--- src/hdl/go_to_goal_heading_controller_top_assert.svh ---
// assertion macros used by the top-level rtl file
// both expect clk and arst_n in the scope where they are used
`ifndef GO_TO_GOAL_HEADING_CONTROLLER_TOP_ASSERT_SVH
`define GO_TO_GOAL_HEADING_CONTROLLER_TOP_ASSERT_SVH

`ifndef SYNTHESIS

// same-cycle implication
`define GTG_CHECK(lbl, ant, cons) \
	lbl: assert property (@(posedge clk) disable iff (!arst_n) (ant) |-> (cons)) \
		else $error("gtg check failed");

// next-cycle implication
`define GTG_CHECK_NEXT(lbl, ant, cons) \
	lbl: assert property (@(posedge clk) disable iff (!arst_n) (ant) |=> (cons)) \
		else $error("gtg next-cycle check failed");

`else

`define GTG_CHECK(lbl, ant, cons)
`define GTG_CHECK_NEXT(lbl, ant, cons)

`endif

`endif

--- src/hdl/gtg_pkg.sv ---
package gtg_pkg;

	// number format and iteration count
	localparam int FRAC_BITS    = 12;
	localparam int CORDIC_STEPS = 16;

	// field widths
	localparam int POS_W    = 16;
	localparam int ANG_W    = 16;
	localparam int THR_W    = 24;
	localparam int SPEED_W  = 16;
	localparam int GAIN_W   = 4;
	localparam int DBAND_W  = 12;
	localparam int RATE_W   = 18;

	// internal widths
	localparam int DIFF_W   = POS_W + 1;
	localparam int DSQ_W    = 2 * POS_W + 1;
	localparam int SQ_CNT_W = $clog2(POS_W);
	localparam int SCALE_SH = 16;
	localparam int CX_W     = 36;
	localparam int CX_PAD   = CX_W - DIFF_W - SCALE_SH;
	localparam int CZ_W     = 34;
	localparam int ERR_W    = ANG_W + 1;
	localparam int PROD_W   = ERR_W + GAIN_W;
	localparam int ST_CNT_W = $clog2(GAIN_W + 2);

	// arctangent table
	localparam int ATAN_LEN   = 24;
	localparam int ATAN_IDX_W = $clog2(ATAN_LEN + 1);
	localparam int ATAN_W     = 31;

	// angle constants
	localparam int     ANG_FRAC  = 30;
	localparam int     RND_SH    = ANG_FRAC - FRAC_BITS;
	localparam longint PI_Q30    = 64'sd3373259426;
	localparam longint RND_HALF  = longint'(1) << (RND_SH - 1);
	localparam longint PI_F      = (PI_Q30 + RND_HALF) >>> RND_SH;
	localparam longint TWO_PI_F  = (2 * PI_Q30 + RND_HALF) >>> RND_SH;
	localparam longint WRAP_LIM  = PI_F + ((longint'(1) << FRAC_BITS) + 50) / 100;

	localparam int RATE_MAX = (1 << (RATE_W - 1)) - 1;
	localparam int RATE_MIN = -(1 << (RATE_W - 1));

	// configuration port, index wide enough to address past the last register
	localparam int CFG_IDX_W  = 3;
	localparam int CFG_DATA_W = THR_W;

	localparam logic REQ_OWN = 1'b1;

	typedef enum logic [CFG_IDX_W-1:0] {
		CFG_ARRIVE,
		CFG_SPEED,
		CFG_GAIN,
		CFG_DEADBAND
	} cfg_idx_t;

	typedef struct packed {
		logic [THR_W-1:0]   arrive_thr;
		logic [SPEED_W-1:0] fwd_speed;
		logic [GAIN_W-1:0]  gain;
		logic [DBAND_W-1:0] deadband;
	} cfg_t;

	typedef enum logic [1:0] {
		ST_IDLE,
		ST_CALC,
		ST_TURN,
		ST_SEND
	} state_t;

	// atan(2^-i) in q.30
	function automatic logic [ATAN_W-1:0] atan_q30(input logic [ATAN_IDX_W-1:0] idx);
		logic [ATAN_W-1:0] v;
		case (idx)
			5'd0:    v = 31'd843314856;
			5'd1:    v = 31'd497837829;
			5'd2:    v = 31'd263043836;
			5'd3:    v = 31'd133525158;
			5'd4:    v = 31'd67021686;
			5'd5:    v = 31'd33543515;
			5'd6:    v = 31'd16775850;
			5'd7:    v = 31'd8388437;
			5'd8:    v = 31'd4194282;
			5'd9:    v = 31'd2097149;
			5'd10:   v = 31'd1048575;
			5'd11:   v = 31'd524287;
			5'd12:   v = 31'd262143;
			5'd13:   v = 31'd131071;
			5'd14:   v = 31'd65535;
			5'd15:   v = 31'd32767;
			5'd16:   v = 31'd16383;
			5'd17:   v = 31'd8191;
			5'd18:   v = 31'd4095;
			5'd19:   v = 31'd2047;
			5'd20:   v = 31'd1023;
			5'd21:   v = 31'd511;
			5'd22:   v = 31'd255;
			5'd23:   v = 31'd127;
			default: v = '0;
		endcase
		return v;
	endfunction

	// magnitude of a signed position difference
	function automatic logic [POS_W-1:0] abs_diff(input logic signed [DIFF_W-1:0] d);
		logic [DIFF_W-1:0] n;
		n = -d;
		return d[DIFF_W-1] ? n[POS_W-1:0] : d[POS_W-1:0];
	endfunction

endpackage

--- src/hdl/gtg_if.sv ---
// pose update channel
interface gtg_pose_if;
	logic                                 valid;
	logic                                 ready;
	logic                                 req_type;
	logic [gtg_pkg::POS_W-1:0]            pos_x;
	logic [gtg_pkg::POS_W-1:0]            pos_y;
	logic signed [gtg_pkg::ANG_W-1:0]     heading;

	modport source (output valid, output req_type, output pos_x, output pos_y,
		output heading, input ready);
	modport sink (input valid, input req_type, input pos_x, input pos_y,
		input heading, output ready);
endinterface

// drive command channel
interface gtg_cmd_if;
	logic                                 valid;
	logic                                 ready;
	logic [gtg_pkg::SPEED_W-1:0]          linear_speed;
	logic signed [gtg_pkg::RATE_W-1:0]    angular_rate;
	logic                                 reached;

	modport source (output valid, output linear_speed, output angular_rate,
		output reached, input ready);
	modport sink (input valid, input linear_speed, input angular_rate,
		input reached, output ready);
endinterface

--- src/hdl/gtg_sqdist.sv ---
module gtg_sqdist (
	input  logic                               clk,
	input  logic                               arst_n,
	input  logic                               start,
	input  logic signed [gtg_pkg::DIFF_W-1:0]  dx,
	input  logic signed [gtg_pkg::DIFF_W-1:0]  dy,
	output logic                               busy,
	output logic [gtg_pkg::DSQ_W-1:0]          dsq
);

	logic [gtg_pkg::POS_W-1:0]    mx_q, my_q, sx_q, sy_q;
	logic [gtg_pkg::DSQ_W-1:0]    acc_q, acc_d;
	logic [gtg_pkg::SQ_CNT_W-1:0] cnt_q;
	logic                         busy_q;

	// msb first: shift the sum left and add both partial products for one bit
	always_comb begin
		acc_d = (acc_q << 1)
			+ (sx_q[gtg_pkg::POS_W-1] ? gtg_pkg::DSQ_W'(mx_q) : '0)
			+ (sy_q[gtg_pkg::POS_W-1] ? gtg_pkg::DSQ_W'(my_q) : '0);
	end

	always_ff @(posedge clk or negedge arst_n) begin
		if (!arst_n) begin
			busy_q <= 1'b0;
			cnt_q  <= '0;
		end else if (start) begin
			busy_q <= 1'b1;
			cnt_q  <= '0;
		end else if (busy_q) begin
			cnt_q <= cnt_q + 1'b1;
			if (cnt_q == gtg_pkg::SQ_CNT_W'(gtg_pkg::POS_W - 1)) begin
				busy_q <= 1'b0;
			end
		end
	end

	always_ff @(posedge clk) begin
		if (start) begin
			mx_q  <= gtg_pkg::abs_diff(dx);
			sx_q  <= gtg_pkg::abs_diff(dx);
			my_q  <= gtg_pkg::abs_diff(dy);
			sy_q  <= gtg_pkg::abs_diff(dy);
			acc_q <= '0;
		end else if (busy_q) begin
			sx_q  <= sx_q << 1;
			sy_q  <= sy_q << 1;
			acc_q <= acc_d;
		end
	end

	assign busy = busy_q;
	assign dsq  = acc_q;

endmodule

--- src/hdl/gtg_cordic.sv ---
module gtg_cordic (
	input  logic                               clk,
	input  logic                               arst_n,
	input  logic                               start,
	input  logic signed [gtg_pkg::DIFF_W-1:0]  dx,
	input  logic signed [gtg_pkg::DIFF_W-1:0]  dy,
	output logic                               busy,
	output logic signed [gtg_pkg::ANG_W-1:0]   bearing
);

	localparam logic signed [gtg_pkg::CZ_W-1:0] PI_Z   = gtg_pkg::CZ_W'(gtg_pkg::PI_Q30);
	localparam logic signed [gtg_pkg::CZ_W-1:0] HALF_Z = gtg_pkg::CZ_W'(gtg_pkg::RND_HALF);

	logic signed [gtg_pkg::DIFF_W-1:0] ax, ay;
	logic signed [gtg_pkg::CX_W-1:0]   x_q, y_q, x0, y0, xs, ys;
	logic signed [gtg_pkg::CZ_W-1:0]   z_q, z0, at, zr;
	logic [gtg_pkg::ATAN_IDX_W-1:0]    step_q;
	logic                              busy_q, zero_q;
	logic signed [gtg_pkg::ANG_W-1:0]  bearing_q;

	always_comb begin
		// left half plane: turn the vector by pi first
		ax = dx[gtg_pkg::DIFF_W-1] ? -dx : dx;
		ay = dx[gtg_pkg::DIFF_W-1] ? -dy : dy;
		x0 = {{gtg_pkg::CX_PAD{ax[gtg_pkg::DIFF_W-1]}}, ax, {gtg_pkg::SCALE_SH{1'b0}}};
		y0 = {{gtg_pkg::CX_PAD{ay[gtg_pkg::DIFF_W-1]}}, ay, {gtg_pkg::SCALE_SH{1'b0}}};
		if (!dx[gtg_pkg::DIFF_W-1]) begin
			z0 = '0;
		end else if (dy[gtg_pkg::DIFF_W-1]) begin
			z0 = -PI_Z;
		end else begin
			z0 = PI_Z;
		end
		xs = x_q >>> step_q;
		ys = y_q >>> step_q;
		at = $signed({{(gtg_pkg::CZ_W - gtg_pkg::ATAN_W){1'b0}}, gtg_pkg::atan_q30(step_q)});
		zr = z_q + HALF_Z;
	end

	always_ff @(posedge clk or negedge arst_n) begin
		if (!arst_n) begin
			busy_q <= 1'b0;
			step_q <= '0;
		end else if (start) begin
			busy_q <= 1'b1;
			step_q <= '0;
		end else if (busy_q) begin
			if (step_q == gtg_pkg::ATAN_IDX_W'(gtg_pkg::CORDIC_STEPS)) begin
				busy_q <= 1'b0;
			end else begin
				step_q <= step_q + 1'b1;
			end
		end
	end

	always_ff @(posedge clk) begin
		if (start) begin
			x_q    <= x0;
			y_q    <= y0;
			z_q    <= z0;
			zero_q <= (dx == '0) && (dy == '0);
		end else if (busy_q) begin
			if (step_q == gtg_pkg::ATAN_IDX_W'(gtg_pkg::CORDIC_STEPS)) begin
				// round q.30 to the output fraction
				bearing_q <= zero_q ? '0 : zr[gtg_pkg::RND_SH +: gtg_pkg::ANG_W];
			end else if (y_q[gtg_pkg::CX_W-1]) begin
				x_q <= x_q - ys;
				y_q <= y_q + xs;
				z_q <= z_q - at;
			end else begin
				x_q <= x_q + ys;
				y_q <= y_q - xs;
				z_q <= z_q + at;
			end
		end
	end

	assign busy    = busy_q;
	assign bearing = bearing_q;

endmodule

--- src/hdl/gtg_steer.sv ---
module gtg_steer (
	input  logic                               clk,
	input  logic                               arst_n,
	input  logic                               start,
	input  logic signed [gtg_pkg::ANG_W-1:0]   need,
	input  logic signed [gtg_pkg::ANG_W-1:0]   heading,
	input  gtg_pkg::cfg_t                      cfg,
	output logic                               busy,
	output logic signed [gtg_pkg::RATE_W-1:0]  rate
);

	localparam logic signed [gtg_pkg::ERR_W-1:0]  LIM_E  = gtg_pkg::ERR_W'(gtg_pkg::WRAP_LIM);
	localparam logic signed [gtg_pkg::ERR_W-1:0]  TWOPI_E = gtg_pkg::ERR_W'(gtg_pkg::TWO_PI_F);
	localparam logic signed [gtg_pkg::PROD_W-1:0] SAT_HI = gtg_pkg::PROD_W'(gtg_pkg::RATE_MAX);
	localparam logic signed [gtg_pkg::PROD_W-1:0] SAT_LO = gtg_pkg::PROD_W'(gtg_pkg::RATE_MIN);
	localparam logic [gtg_pkg::ST_CNT_W-1:0]      LAST   = gtg_pkg::ST_CNT_W'(gtg_pkg::GAIN_W + 1);

	logic signed [gtg_pkg::ERR_W-1:0]  h_ext, have_d, have_q, need_ext, err_q;
	logic signed [gtg_pkg::ANG_W-1:0]  need_q;
	logic signed [gtg_pkg::PROD_W-1:0] acc_q, acc_d, addend, mag;
	logic signed [gtg_pkg::RATE_W-1:0] rate_d, rate_q;
	logic [gtg_pkg::GAIN_W-1:0]        gsh_q;
	logic [gtg_pkg::ST_CNT_W-1:0]      cnt_q;
	logic                              busy_q, dead;

	always_comb begin
		// one wrap step covers the whole heading range
		h_ext = gtg_pkg::ERR_W'(heading);
		if (h_ext > LIM_E) begin
			have_d = h_ext - TWOPI_E;
		end else if (h_ext < -LIM_E) begin
			have_d = h_ext + TWOPI_E;
		end else begin
			have_d = h_ext;
		end
		need_ext = gtg_pkg::ERR_W'(need_q);
		addend   = gsh_q[gtg_pkg::GAIN_W-1] ? gtg_pkg::PROD_W'(err_q) : '0;
		acc_d    = (acc_q <<< 1) + addend;
		mag      = acc_q[gtg_pkg::PROD_W-1] ? -acc_q : acc_q;
		dead     = $unsigned(mag)
			< {{(gtg_pkg::PROD_W - gtg_pkg::DBAND_W){1'b0}}, cfg.deadband};
		if (dead) begin
			rate_d = '0;
		end else if (acc_q > SAT_HI) begin
			rate_d = gtg_pkg::RATE_W'(gtg_pkg::RATE_MAX);
		end else if (acc_q < SAT_LO) begin
			rate_d = gtg_pkg::RATE_W'(gtg_pkg::RATE_MIN);
		end else begin
			rate_d = acc_q[gtg_pkg::RATE_W-1:0];
		end
	end

	always_ff @(posedge clk or negedge arst_n) begin
		if (!arst_n) begin
			busy_q <= 1'b0;
			cnt_q  <= '0;
		end else if (start) begin
			busy_q <= 1'b1;
			cnt_q  <= '0;
		end else if (busy_q) begin
			cnt_q <= cnt_q + 1'b1;
			if (cnt_q == LAST) begin
				busy_q <= 1'b0;
			end
		end
	end

	// phase 0: heading error, then one gain bit per cycle, then deadband and clamp
	always_ff @(posedge clk) begin
		if (start) begin
			have_q <= have_d;
			need_q <= need;
		end else if (busy_q) begin
			if (cnt_q == '0) begin
				err_q <= need_ext - have_q;
				gsh_q <= cfg.gain;
				acc_q <= '0;
			end else if (cnt_q == LAST) begin
				rate_q <= rate_d;
			end else begin
				acc_q <= acc_d;
				gsh_q <= gsh_q << 1;
			end
		end
	end

	assign busy = busy_q;
	assign rate = rate_q;

endmodule

--- src/hdl/go_to_goal_heading_controller_top.sv ---
// an own-pose transaction is taken while idle and gives no result; a target transaction
// gives its command after distance and bearing, plus steering when not reached;
// the next pose is taken the cycle after the command is registered; the cordic bearing
// loop runs one iteration per cycle, and the gain is applied bit-serially
// reset (arst_n low, asynchronous): idle, no command pending, poses zero,
// configuration registers at their default values
`include "go_to_goal_heading_controller_top_assert.svh"

module go_to_goal_heading_controller_top (
	input  logic                               clk,
	input  logic                               arst_n,
	gtg_pose_if.sink                           pose,
	gtg_cmd_if.source                          cmd,
	input  logic                               cfg_wr_en,
	input  logic [gtg_pkg::CFG_IDX_W-1:0]      cfg_index,
	input  logic [gtg_pkg::CFG_DATA_W-1:0]     cfg_data
);

	gtg_pkg::state_t state_q, state_d;
	gtg_pkg::cfg_t   cfg_q;

	// own pose
	logic [gtg_pkg::POS_W-1:0]        own_x_q, own_y_q;
	logic signed [gtg_pkg::ANG_W-1:0] own_heading_q;

	// position difference toward the new target
	logic signed [gtg_pkg::DIFF_W-1:0] dx, dy;

	// unit handshakes
	logic                              in_acc, calc_start, steer_start, out_load;
	logic                              sq_busy, cor_busy, steer_busy, units_idle;
	logic [gtg_pkg::DSQ_W-1:0]         dsq;
	logic                              reached_now, reached_q;
	logic signed [gtg_pkg::ANG_W-1:0]  bearing;
	logic signed [gtg_pkg::RATE_W-1:0] steer_rate;

	// output register
	logic                              out_valid_q;
	logic [gtg_pkg::SPEED_W-1:0]       out_speed_q;
	logic signed [gtg_pkg::RATE_W-1:0] out_rate_q;
	logic                              out_reached_q;

	// configuration writes, unknown indexes fall through
	always_ff @(posedge clk or negedge arst_n) begin
		if (!arst_n) begin
			cfg_q.arrive_thr <= gtg_pkg::THR_W'(167772);
			cfg_q.fwd_speed  <= gtg_pkg::SPEED_W'(4096);
			cfg_q.gain       <= gtg_pkg::GAIN_W'(4);
			cfg_q.deadband   <= gtg_pkg::DBAND_W'(41);
		end else if (cfg_wr_en) begin
			case (gtg_pkg::cfg_idx_t'(cfg_index))
				gtg_pkg::CFG_ARRIVE:   cfg_q.arrive_thr <= cfg_data[gtg_pkg::THR_W-1:0];
				gtg_pkg::CFG_SPEED:    cfg_q.fwd_speed  <= cfg_data[gtg_pkg::SPEED_W-1:0];
				gtg_pkg::CFG_GAIN:     cfg_q.gain       <= cfg_data[gtg_pkg::GAIN_W-1:0];
				gtg_pkg::CFG_DEADBAND: cfg_q.deadband   <= cfg_data[gtg_pkg::DBAND_W-1:0];
				default: ;
			endcase
		end
	end

	// target minus own position, taken straight from the incoming transaction
	assign dx = $signed({1'b0, pose.pos_x}) - $signed({1'b0, own_x_q});
	assign dy = $signed({1'b0, pose.pos_y}) - $signed({1'b0, own_y_q});

	assign units_idle  = !sq_busy && !cor_busy;
	assign reached_now = dsq < {{(gtg_pkg::DSQ_W - gtg_pkg::THR_W){1'b0}}, cfg_q.arrive_thr};

	// next state
	always_comb begin
		state_d = state_q;
		case (state_q)
			gtg_pkg::ST_IDLE: begin
				if (pose.valid && pose.req_type != gtg_pkg::REQ_OWN) begin
					state_d = gtg_pkg::ST_CALC;
				end
			end
			gtg_pkg::ST_CALC: begin
				if (units_idle) begin
					state_d = reached_now ? gtg_pkg::ST_SEND : gtg_pkg::ST_TURN;
				end
			end
			gtg_pkg::ST_TURN: begin
				if (!steer_busy) begin
					state_d = gtg_pkg::ST_SEND;
				end
			end
			gtg_pkg::ST_SEND: begin
				if (!out_valid_q || cmd.ready) begin
					state_d = gtg_pkg::ST_IDLE;
				end
			end
			default: state_d = gtg_pkg::ST_IDLE;
		endcase
	end

	// control outputs
	always_comb begin
		pose.ready  = (state_q == gtg_pkg::ST_IDLE);
		in_acc      = pose.valid && pose.ready;
		calc_start  = in_acc && pose.req_type != gtg_pkg::REQ_OWN;
		steer_start = (state_q == gtg_pkg::ST_CALC) && units_idle && !reached_now;
		out_load    = (state_q == gtg_pkg::ST_SEND) && (!out_valid_q || cmd.ready);
	end

	always_ff @(posedge clk or negedge arst_n) begin
		if (!arst_n) begin
			state_q <= gtg_pkg::ST_IDLE;
		end else begin
			state_q <= state_d;
		end
	end

	// own pose store
	always_ff @(posedge clk or negedge arst_n) begin
		if (!arst_n) begin
			own_x_q       <= '0;
			own_y_q       <= '0;
			own_heading_q <= '0;
		end else if (in_acc && pose.req_type == gtg_pkg::REQ_OWN) begin
			own_x_q       <= pose.pos_x;
			own_y_q       <= pose.pos_y;
			own_heading_q <= pose.heading;
		end
	end

	// arrival decision is kept for the command
	always_ff @(posedge clk) begin
		if (state_q == gtg_pkg::ST_CALC && units_idle) begin
			reached_q <= reached_now;
		end
	end

	// squared distance, one bit of each difference per cycle
	gtg_sqdist u_sqdist (
		.clk    (clk),
		.arst_n (arst_n),
		.start  (calc_start),
		.dx     (dx),
		.dy     (dy),
		.busy   (sq_busy),
		.dsq    (dsq)
	);

	// bearing to the target, runs alongside the squared distance
	gtg_cordic u_cordic (
		.clk     (clk),
		.arst_n  (arst_n),
		.start   (calc_start),
		.dx      (dx),
		.dy      (dy),
		.busy    (cor_busy),
		.bearing (bearing)
	);

	// heading wrap, gain, deadband and clamp
	gtg_steer u_steer (
		.clk     (clk),
		.arst_n  (arst_n),
		.start   (steer_start),
		.need    (bearing),
		.heading (own_heading_q),
		.cfg     (cfg_q),
		.busy    (steer_busy),
		.rate    (steer_rate)
	);

	// command register: holds a finished transaction while the sink stalls
	always_ff @(posedge clk or negedge arst_n) begin
		if (!arst_n) begin
			out_valid_q <= 1'b0;
		end else if (out_load) begin
			out_valid_q <= 1'b1;
		end else if (cmd.ready) begin
			out_valid_q <= 1'b0;
		end
	end

	always_ff @(posedge clk) begin
		if (out_load) begin
			out_speed_q   <= reached_q ? '0 : cfg_q.fwd_speed;
			out_rate_q    <= reached_q ? '0 : steer_rate;
			out_reached_q <= reached_q;
		end
	end

	assign cmd.valid        = out_valid_q;
	assign cmd.linear_speed = out_speed_q;
	assign cmd.angular_rate = out_rate_q;
	assign cmd.reached      = out_reached_q;

	// a reached command carries zero speeds
	`GTG_CHECK(a_reached_stops, out_valid_q && out_reached_q, out_speed_q == '0 && out_rate_q == '0)
	// steering starts only once both front units are done
	`GTG_CHECK(a_steer_after_calc, steer_start, state_q == gtg_pkg::ST_CALC && units_idle)
	// the command register is never overwritten while pending
	`GTG_CHECK(a_no_overwrite, out_load, !out_valid_q || cmd.ready)
	// while steering the front units are quiet
	`GTG_CHECK(a_turn_units_idle, state_q == gtg_pkg::ST_TURN, units_idle)
	// an own-pose update gives no work
	`GTG_CHECK_NEXT(a_own_stays_idle, in_acc && pose.req_type == gtg_pkg::REQ_OWN, state_q == gtg_pkg::ST_IDLE && !sq_busy)

endmodule

--- src/flat_wrapper.sv ---
// flat-port wrapper written by rule: the top's interface ports become plain ports
module go_to_goal_heading_controller_top_flat 
  (clk, arst_n, cfg_wr_en, cfg_index, cfg_data, pose_valid, pose_req_type, pose_pos_x, pose_pos_y, pose_heading, pose_ready, cmd_valid, cmd_linear_speed, cmd_angular_rate, cmd_reached, cmd_ready);
  gtg_pose_if pose_i ();
  gtg_cmd_if cmd_i ();
  input  logic clk;
  input  logic arst_n;
  input  logic cfg_wr_en;
  input  logic [gtg_pkg::CFG_IDX_W-1:0] cfg_index;
  input  logic [gtg_pkg::CFG_DATA_W-1:0] cfg_data;
  input wire logic [$bits(pose_i.valid)-1:0] pose_valid;
  input wire logic [$bits(pose_i.req_type)-1:0] pose_req_type;
  input wire logic [$bits(pose_i.pos_x)-1:0] pose_pos_x;
  input wire logic [$bits(pose_i.pos_y)-1:0] pose_pos_y;
  input wire logic [$bits(pose_i.heading)-1:0] pose_heading;
  output wire logic [$bits(pose_i.ready)-1:0] pose_ready;
  output wire logic [$bits(cmd_i.valid)-1:0] cmd_valid;
  output wire logic [$bits(cmd_i.linear_speed)-1:0] cmd_linear_speed;
  output wire logic [$bits(cmd_i.angular_rate)-1:0] cmd_angular_rate;
  output wire logic [$bits(cmd_i.reached)-1:0] cmd_reached;
  input wire logic [$bits(cmd_i.ready)-1:0] cmd_ready;
  assign pose_i.valid = pose_valid;
  assign pose_i.req_type = pose_req_type;
  assign pose_i.pos_x = pose_pos_x;
  assign pose_i.pos_y = pose_pos_y;
  assign pose_i.heading = pose_heading;
  assign pose_ready = pose_i.ready;
  assign cmd_valid = cmd_i.valid;
  assign cmd_linear_speed = cmd_i.linear_speed;
  assign cmd_angular_rate = cmd_i.angular_rate;
  assign cmd_reached = cmd_i.reached;
  assign cmd_i.ready = cmd_ready;
  go_to_goal_heading_controller_top u_core (.clk(clk), .arst_n(arst_n), .pose(pose_i), .cmd(cmd_i), .cfg_wr_en(cfg_wr_en), .cfg_index(cfg_index), .cfg_data(cfg_data));
endmodule
--- config.mk ---
export PLATFORM = sky130hd
export DESIGN_NAME = go_to_goal_heading_controller_top_flat
export DESIGN_NICKNAME = d
export VERILOG_FILES = /design/src/hdl/gtg_pkg.sv /design/src/hdl/gtg_if.sv /design/src/hdl/gtg_sqdist.sv /design/src/hdl/gtg_cordic.sv /design/src/hdl/gtg_steer.sv /design/src/hdl/go_to_goal_heading_controller_top.sv /design/src/flat_wrapper.sv
export VERILOG_INCLUDE_DIRS = /design/src /design/src/hdl
export SDC_FILE = /design/constraint.sdc
export NUM_CORES = 2
export LEC_CHECK = 0
export ABC_CLOCK_PERIOD_IN_PS = 6500
export BUFFER_PORTS_ARGS = -buffer_cell sky130_fd_sc_hd__buf_2
export CORE_MARGIN = 2
export CORE_UTILIZATION = 35
export CTS_BUF_LIST = sky130_fd_sc_hd__clkbuf_4 sky130_fd_sc_hd__clkbuf_8
export DETAILED_ROUTE_END_ITERATION = 8
export SLEW_MARGIN = 20
export SYNTH_ARGS = -nofsm -noshare
export SYNTH_HDL_FRONTEND = slang
export SYNTH_SLANG_ARGS = --single-unit
--- constraint.sdc ---
create_clock -name clk -period 6.5 [get_ports clk]
set_input_delay 0.975 -clock clk [delete_from_list [all_inputs] [get_ports clk]]
set_output_delay 0.975 -clock clk [all_outputs]
set_load 0.005 [all_outputs]
; ---- Word-level counts from Yosys, hierarchy flattened
; Memories as Yosys holds them, arrays and structs flattened.
; Index checks and enable logic that the tools add are counted.
; Widths: inputs -> output; s select.
[op_classes]
shift = 2
n_reduce_logical = 35
eq_ne = 15
bitwise = 5
n_lt_le_gt_ge = 6
n_addsub = 21
muxes = 57
[ops]
columns = cell, n
row1 = $mux 36, 8
row2 = $mux 34, 6
row3 = $mux 16, 8
row4 = $mux 17, 5
row5 = $add 36x36->36, 2
row6 = $sshr 36x5->36, 2
row7 = $sub 36x36->36, 2
row8 = $add 33x16->33, 2
row9 = $mux 21, 3
row10 = $add 34x19->34 const B, 1
row11 = $add 34x32->34, 1
row12 = $logic_not 17->1, 2
row13 = $neg 17->17, 2
row14 = $sub 16x16->17, 2
row15 = $sub 34x32->34, 1
row16 = $lt 33x24->1, 1
row17 = $add 21x21->21, 1
row18 = $gt 21x18->1 const B, 1
row19 = $lt 21x12->1, 1
row20 = $lt 21x18->1 const B, 1
row21 = $neg 21->21, 1
row22 = $mux 18, 1
row23 = $add 16x16->17 const B, 1
row24 = $sub 16x16->17 const B, 1
row25 = 32 further kinds, 85
[totals]
mem_bits_ro = 960
output_inout_bits = 37
inputBits = 81
elab_cells = 180
memories = 1
reg_bits = 471
[mem_list]
columns = name, words, word_bits, rd, rd_clocked_by_memory_dff, write_ports, line_no
row1 = (no name shown), 32, 30, 1, 0, 0, gtg_pkg.sv:75  ; case (idx)

; ---- Depth between registers and ports, before layout
[logic_depth]
ltp_word = 6
mapped_depth = 29

; ---- Hierarchy
; A second synthesis with hierarchy kept.
[hier_totals]
cells_unflattened = 4126
area_unflattened_um2 = 39228.9
[by_module_without_submodules]
columns = mod, area_per_inst_um2, cells_per_inst, seq_area_each_um2, n_inst
row1 = gtg_cordic, 19143.4, 2292, 3523.4, 1
row2 = go_to_goal_heading_controller_top, 7508.5, 659, 3777.4, 1
row3 = gtg_steer, 6454.9, 616, 2892.8, 1
row4 = gtg_sqdist, 6122.1, 559, 2707.6, 1

; ---- Worst setup path after synthesis
; No wires, ideal clock.
[synth_timing]
kind = reg-to-reg
startpoint = reg u_core.u_cordic.step_q[0] (netlist bit)
endpoint = reg u_core.u_cordic.y_q[34] (netlist bit) (data pin)
required_time_ns = 6.330
synth_period_minus_slack_ns = 5.613
path_stages_with_launch = 25
arrival_ns = 5.443
setup_ns = 0.170
path_buffers = 4
setup_slack_ns = 0.887
path_cell_list = dfrtp_1 > buf_2 > inv_1 > buf_2 > buf_2 > buf_1 > mux4_2 > a221o_1 > inv_1 > ha_1 > inv_1 > nor3_2 > and2_1 > nor2_1 > xor2_1 > ha_1 > a21o_1 > a2111o_1 > a21oi_1 > nor2_1 > o211ai_1 > o31ai_1 > and4_1 > o31a_1 > o31ai_1
[synth_between]
elab_chain_cells = 6
word_cells_on_any_way = 7
cone_classes = 2 x add/sub / 1 x shift / 4 x mux
[synth_lines]
columns = element, line_no
row1 = from (decl), gtg_cordic.sv:17  ; logic [gtg_pkg::ATAN_IDX_W-1:0] step_q;
row2 = from (signal assigned), gtg_cordic.sv:51  ; step_q <= step_q + 1'b1;
row3 = $sshr 36x5->36 *, gtg_cordic.sv:34  ; xs = x_q >>> step_q;
row4 = $sub 36x36->36 or $add 36x36->36 (tied branches), "gtg_cordic.sv:72, gtg_cordic.sv:68"
row5 = $mux 36 *, gtg_cordic.sv:66  ; end else if (y_q[gtg_pkg::CX_W-1]) begin
row6 = $mux 36 *, gtg_cordic.sv:63  ; if (step_q == gtg_pkg::ATAN_IDX_W'(gtg_pkg::CORDIC_STEPS)) begin
row7 = $mux 36 *, gtg_cordic.sv:62  ; end else if (busy_q) begin
row8 = $mux 36 *, gtg_cordic.sv:57  ; if (start) begin
row9 = to (signal assigned), gtg_cordic.sv:59  ; y_q <= y0;
row10 = to (signal assigned), gtg_cordic.sv:68  ; y_q <= y_q + xs;
row11 = to (signal assigned), gtg_cordic.sv:72  ; y_q <= y_q - xs;
row12 = to (decl), gtg_cordic.sv:15  ; logic signed [gtg_pkg::CX_W-1:0] x_q, y_q, x0, y0, xs, ys;
; Mark *: on every way between the ends. The rest lies on a longest branch, timed or not. The select of a mux whose other input is x is not followed.
; A chain may end at the register's enable or synchronous reset.

; ---- Worst setup path in the final report
[layout_timing]
startpoint = reg u_core.u_cordic.step_q[1] (netlist bit)
endpoint = reg u_core.u_cordic.x_q[35] (netlist bit) (data pin)
[layout_between]
elab_chain_cells = 6
word_cells_on_any_way = 7
cone_classes = 2 x add/sub / 1 x shift / 4 x mux
[layout_lines]
columns = element, line_no
row1 = $sshr 36x5->36 *, gtg_cordic.sv:35  ; ys = y_q >>> step_q;
row2 = $add 36x36->36 or $sub 36x36->36 (tied branches), "gtg_cordic.sv:71, gtg_cordic.sv:67"
row3 = $mux 36 *, gtg_cordic.sv:66
row4 = $mux 36 *, gtg_cordic.sv:63
row5 = $mux 36 *, gtg_cordic.sv:62
row6 = $mux 36 *, gtg_cordic.sv:57
row7 = to (signal assigned), gtg_cordic.sv:67  ; x_q <= x_q - ys;
row8 = to (signal assigned), gtg_cordic.sv:71  ; x_q <= x_q + ys;
row9 = to (decl), gtg_cordic.sv:15
; Marks and branches as above.

==> load_flow_metrics.sql <==
INSERT INTO impl_metrics (metric_group, metric, value, unit) VALUES
('critical_path', 'cpLargestDelayFamily', 'compound AO/OA/AOI/OAI gates', ''),
('floorplan', 'initial_core_util', '35.3', '%'),
('detailed_routing', 'routed_wire_length_per_instance', '19.5', 'um'),
('critical_path', 'criticalPathCategory', 'flip-flop to flip-flop', ''),
('critical_path', 'timing.critical_path.cells', 'mux4_2, mux4_2, a221oi_2, and2_4, and3_4, and3_1, a21oi_1, xnor2_1, ha_1, and4_1, and3_1, a211o_1, a21oi_1, o21ai_0, a31oi_2, o211ai_1, a211oi_1, xnor3_1, o21ai_1', ''),
('placed_design', 'number_of_port_buffers', '117', ''),
('detailed_routing', 'drt-pass1-iter-count', '9', ''),
('finish', 'syn2layout_area_growth', '11.6', '%'),
('synth', 'main_combinational_cell_family_by_area_after_synthesis', 'compound AO/OA/AOI/OAI gates', ''),
('critical_path', 'slowest_stage', 'sky130_fd_sc_hd__mux4_2', ''),
('critical_path', 'cp-end-kind', 'flip-flop', ''),
('detailed_routing', 'antenna_left', '0', ''),
('sta', 'slew_violations', '0', ''),
('synth', 'synth_async_sr_flop_share', '25.9', '%'),
('sta', 'max_slew_margin_vs_limit', '29.2', '%'),
('synth', 'synth_compound_gate_area_share', '17.9', '%'),
('global_route', 'first_pass_grt_wire_length', '169000', 'um'),
('outcome', 'failed_checks', 'design-rule violations', ''),
('clock_tree', 'clock_sinks', '471', ''),
('sta', 'tns', '0', 'ps'),
('critical_path', 'timing.critical_path.required', '7060', 'ps'),
('global_route', 'track_usage', '19.6', '%'),
('detailed_routing', 'drt-total-wl', '109000', 'um'),
('global_route', 'grt_max_degree', '75', ''),
('critical_path', 'path_max_fanout', '10', ''),
('sta', 'setup_repair_after_global_routing_missed_its_margin', 'no', ''),
('global_route', 'vias_in_the_first_global_route', '29500', ''),
('global_route', 'antenna_found_initial', '9', ''),
('synth', 'post_synth_xor_xnor_area', '7.12', '%'),
('detailed_routing', 'initialDrtViolationCount', '2810', ''),
('critical_path', 'depth_of_the_worst_register_to_register_path', '19', ''),
('placed_design', 'routabilityCongestion', '0.985', ''),
('sta', 'finalHoldViolations', '0', ''),
('sta', 'endpoints_failing_setup', '0', ''),
('sta', 'max_freq', '161', 'MHz'),
('sta', 'fin_crit_sh', '95.7', '%'),
('global_route', 'grt_remaining_overflow', '0', ''),
('synth', 'syn_area', '0.0372', 'mm^2'),
('synth', 'synth_seq_cells', '471', ''),
('placed_design', 'place_area', '0.0396', 'mm^2'),
('floorplan', 'io-pin-count', '118', ''),
('clock_tree', 'worst_setup_hold_path_clk_slew', '60', 'ps'),
('critical_path', 'start_kind', 'flip-flop', ''),
('synth', 'syn_inst', '4010', ''),
('finish', 'final_core_util', '39.4', '%'),
('floorplan', 'dieHeight', '330', 'um'),
('clock_tree', 'clock_tree.buffer_depth', '3', ''),
('sta', 'final_period_minus_worst_setup_slack', '6220', 'ps'),
('synth', 'yosys.area_share.adder', '9.61', '%'),
('detailed_routing', 'vias_per_cell', '5.57', ''),
('floorplan', 'design.die.area', '0.109', 'mm^2'),
('synth', 'yosysWarnings', '0', ''),
('finish', 'final_area', '0.0416', 'mm^2'),
('finish', 'drive_above_1_share', '15.4', '%'),
('synth', 'synth_flop_cell', 'sky130_fd_sc_hd__edfxtp_1', ''),
('sta', 'fin_worst_skew', '62.8', 'ps'),
('floorplan', 'number_of_rows_in_the_core_area', '119', ''),
('synth', 'synth_cell_type_count', '104', ''),
('synth', 'synth.avg_cell_area', '9.28', 'um^2'),
('critical_path', 'r2r_end', 'u_core.u_cordic.x_q[35]$_DFFE_PP_', ''),
('synth', 'synthesized_area_fraction_occupied_by_and_or_nand_nor_cells', '15.7', '%'),
('synth', 'mappedNetlistNets', '4363', ''),
('outcome', 'outcome', 'finished with violations', ''),
('clock_tree', 'cts.root.buffer_cell', 'sky130_fd_sc_hd__clkbuf_8', ''),
('floorplan', 'die_width', '330', 'um'),
('clock_tree', 'worstSkewPairLatency', '750', 'ps'),
('clock_tree', 'clock_tree.htree_level_count', '3', ''),
('job', 'max_cap_viol_count', '0', ''),
('detailed_routing', 'drt_drc_violations_left', '20', ''),
('critical_path', 'rr_startpoint', 'u_core.u_cordic.step_q[1]$_DFFE_PN0P_', ''),
('synth', 'seq_area_frac_synth', '34.7', '%');
## how the worst max path moves through the flow
stage / endpoint / slack, ps / depth (start not counted) / start
global placement: u_core.u_cordic.x_q[35]$_DFFE_PP_ / 430 / 19 / u_core.u_cordic.step_q[1]$_DFFE_PN0P_
detailed placement: u_core.u_cordic.x_q[35]$_DFFE_PP_ / 330 / 19 / u_core.u_cordic.step_q[1]$_DFFE_PN0P_
CTS: u_core.u_cordic.x_q[35]$_DFFE_PP_ / 270 / 19 / u_core.u_cordic.step_q[1]$_DFFE_PN0P_
floorplan: u_core.u_cordic.y_q[34]$_DFFE_PP_ / 890 / 24 / u_core.u_cordic.step_q[0]$_DFFE_PN0P_
finish: u_core.u_cordic.x_q[35]$_DFFE_PP_ / 280 / 19 / u_core.u_cordic.step_q[1]$_DFFE_PN0P_
global route: u_core.u_cordic.y_q[34]$_DFFE_PP_ / 20 / 22 / u_core.u_cordic.step_q[1]$_DFFE_PN0P_
## cell usage after synthesis (all sizes together) (16+ instances only)
library cell  number  area share (%)
nor4              31            0.61
nor3              93             1.3
nand2            388             3.9
nand4             29            0.53
clkbuf           137             1.4
mux2i             75             2.0
nand3             61            0.85
mux4              68             4.1
and2              37            0.63
inv              243             2.5
o21bai            21            0.42
xnor2            168             4.0
nor2             320             3.3
o21ai            248             3.3
a211oi            37            0.75
a211o             16            0.40
dfxtp             65             3.5
fa                23             1.2
nor2b             78             1.3
xor2             132             3.1
mux2             137             4.1
o21a              36            0.73
a31oi             35            0.59
nand2b            43            0.72
o22ai             49            0.82
and3              33            0.57
edfxtp           284              23
o31ai             29            0.58
a21o              81             1.6
a21oi            275             3.7
dfrtp            107             7.2
buf               56            0.88
or2               20            0.34
a22oi             16            0.35
ha               249             8.4
or3               27            0.47
o211ai            31            0.63
## cell usage in the layout (no fill, tap or decap), drive strengths merged, types with 21 or more instances in the layout
| master | Yosys | routed |
|---|---|---|
| a211oi | 37 | 37 |
| a21o | 81 | 81 |
| a21oi | 275 | 275 |
| a31oi | 35 | 35 |
| and2 | 37 | 37 |
| and3 | 33 | 33 |
| buf | 56 | 214 |
| clkbuf | 137 | 131 |
| dfrtp | 107 | 107 |
| dfxtp | 65 | 65 |
| edfxtp | 284 | 284 |
| fa | 23 | 23 |
| ha | 249 | 249 |
| inv | 243 | 245 |
| mux2 | 137 | 137 |
| mux2i | 75 | 75 |
| mux4 | 68 | 68 |
| nand2 | 388 | 388 |
| nand2b | 43 | 43 |
| nand3 | 61 | 61 |
| nand4 | 29 | 29 |
| nor2 | 320 | 320 |
| nor2b | 78 | 78 |
| nor3 | 93 | 93 |
| nor4 | 31 | 31 |
| o211ai | 31 | 31 |
| o21a | 36 | 36 |
| o21ai | 248 | 248 |
| o21bai | 21 | 21 |
| o22ai | 49 | 49 |
| o31ai | 29 | 29 |
| or3 | 27 | 27 |
| xnor2 | 168 | 168 |
| xor2 | 132 | 132 |
## layout make-up
class | instances | area, um^2
multi-input cells | 3103 | 22700
clock buffers | 131 | 1600
inverters | 243 | 915
clock inverters | 27 | 288
repair buffers | 214 | 1430
flip-flops and latches | 471 | 12900
diodes | 3 | 7.51
fillers | 10600 | 63900
well taps | 1391 | 1740
## what timing repair did
action / CTS / global route
buffers inserted: 0 / 1
gates resized for setup: 0 / 3
hold endpoints to repair: 0 / 0
endpoints found under the setup margin: 0 / 5
## kinds of logic after synthesis
family | Yosys count
compound gates | 1036
xor+xnor | 301
fa+ha+maj | 272
buf+inv | 436
flops | 471
mux | 280
simple gates | 1214
## routing by layer
metal	vias up	global-route usage [%]	routed length, um
met3	241	3.65	7600
li1	14900	-	-
met2	1092	30.8	49200
met5	-	0	0
met4	0	6.90	3570
met1	14900	27.0	48800
## state kept, by name, indices dropped and copies added, names as in the netlist, 17 cells and up
name,count
u_core.cmd.angular_rate,18
u_core.u_cordic.z_q,34
u_core.u_sqdist.dsq,33
u_core.u_steer.err_q,17
u_core.u_steer.rate,18
u_core.cfg_q,56
u_core.u_steer.acc_q,21
u_core.u_cordic.x_q,36
u_core.u_cordic.y_q,36
u_core.u_steer.have_q,17
## through the flow
step | worst slack (ps) | hold slack [ps] | std cells
after floorplan | 887 | 400 | 4010
after global placement | 426 | 400 | 5421
after detailed placement | 331 | 405 | 5421
after CTS | 275 | 229 | 5579
after global routing | 17.4 | 262 | 5581
final | 280 | 231 | 5583
Power is left out: the tool's default activity adds up to more than one toggle a clock period on the data nets, which glitch-free logic cannot reach.
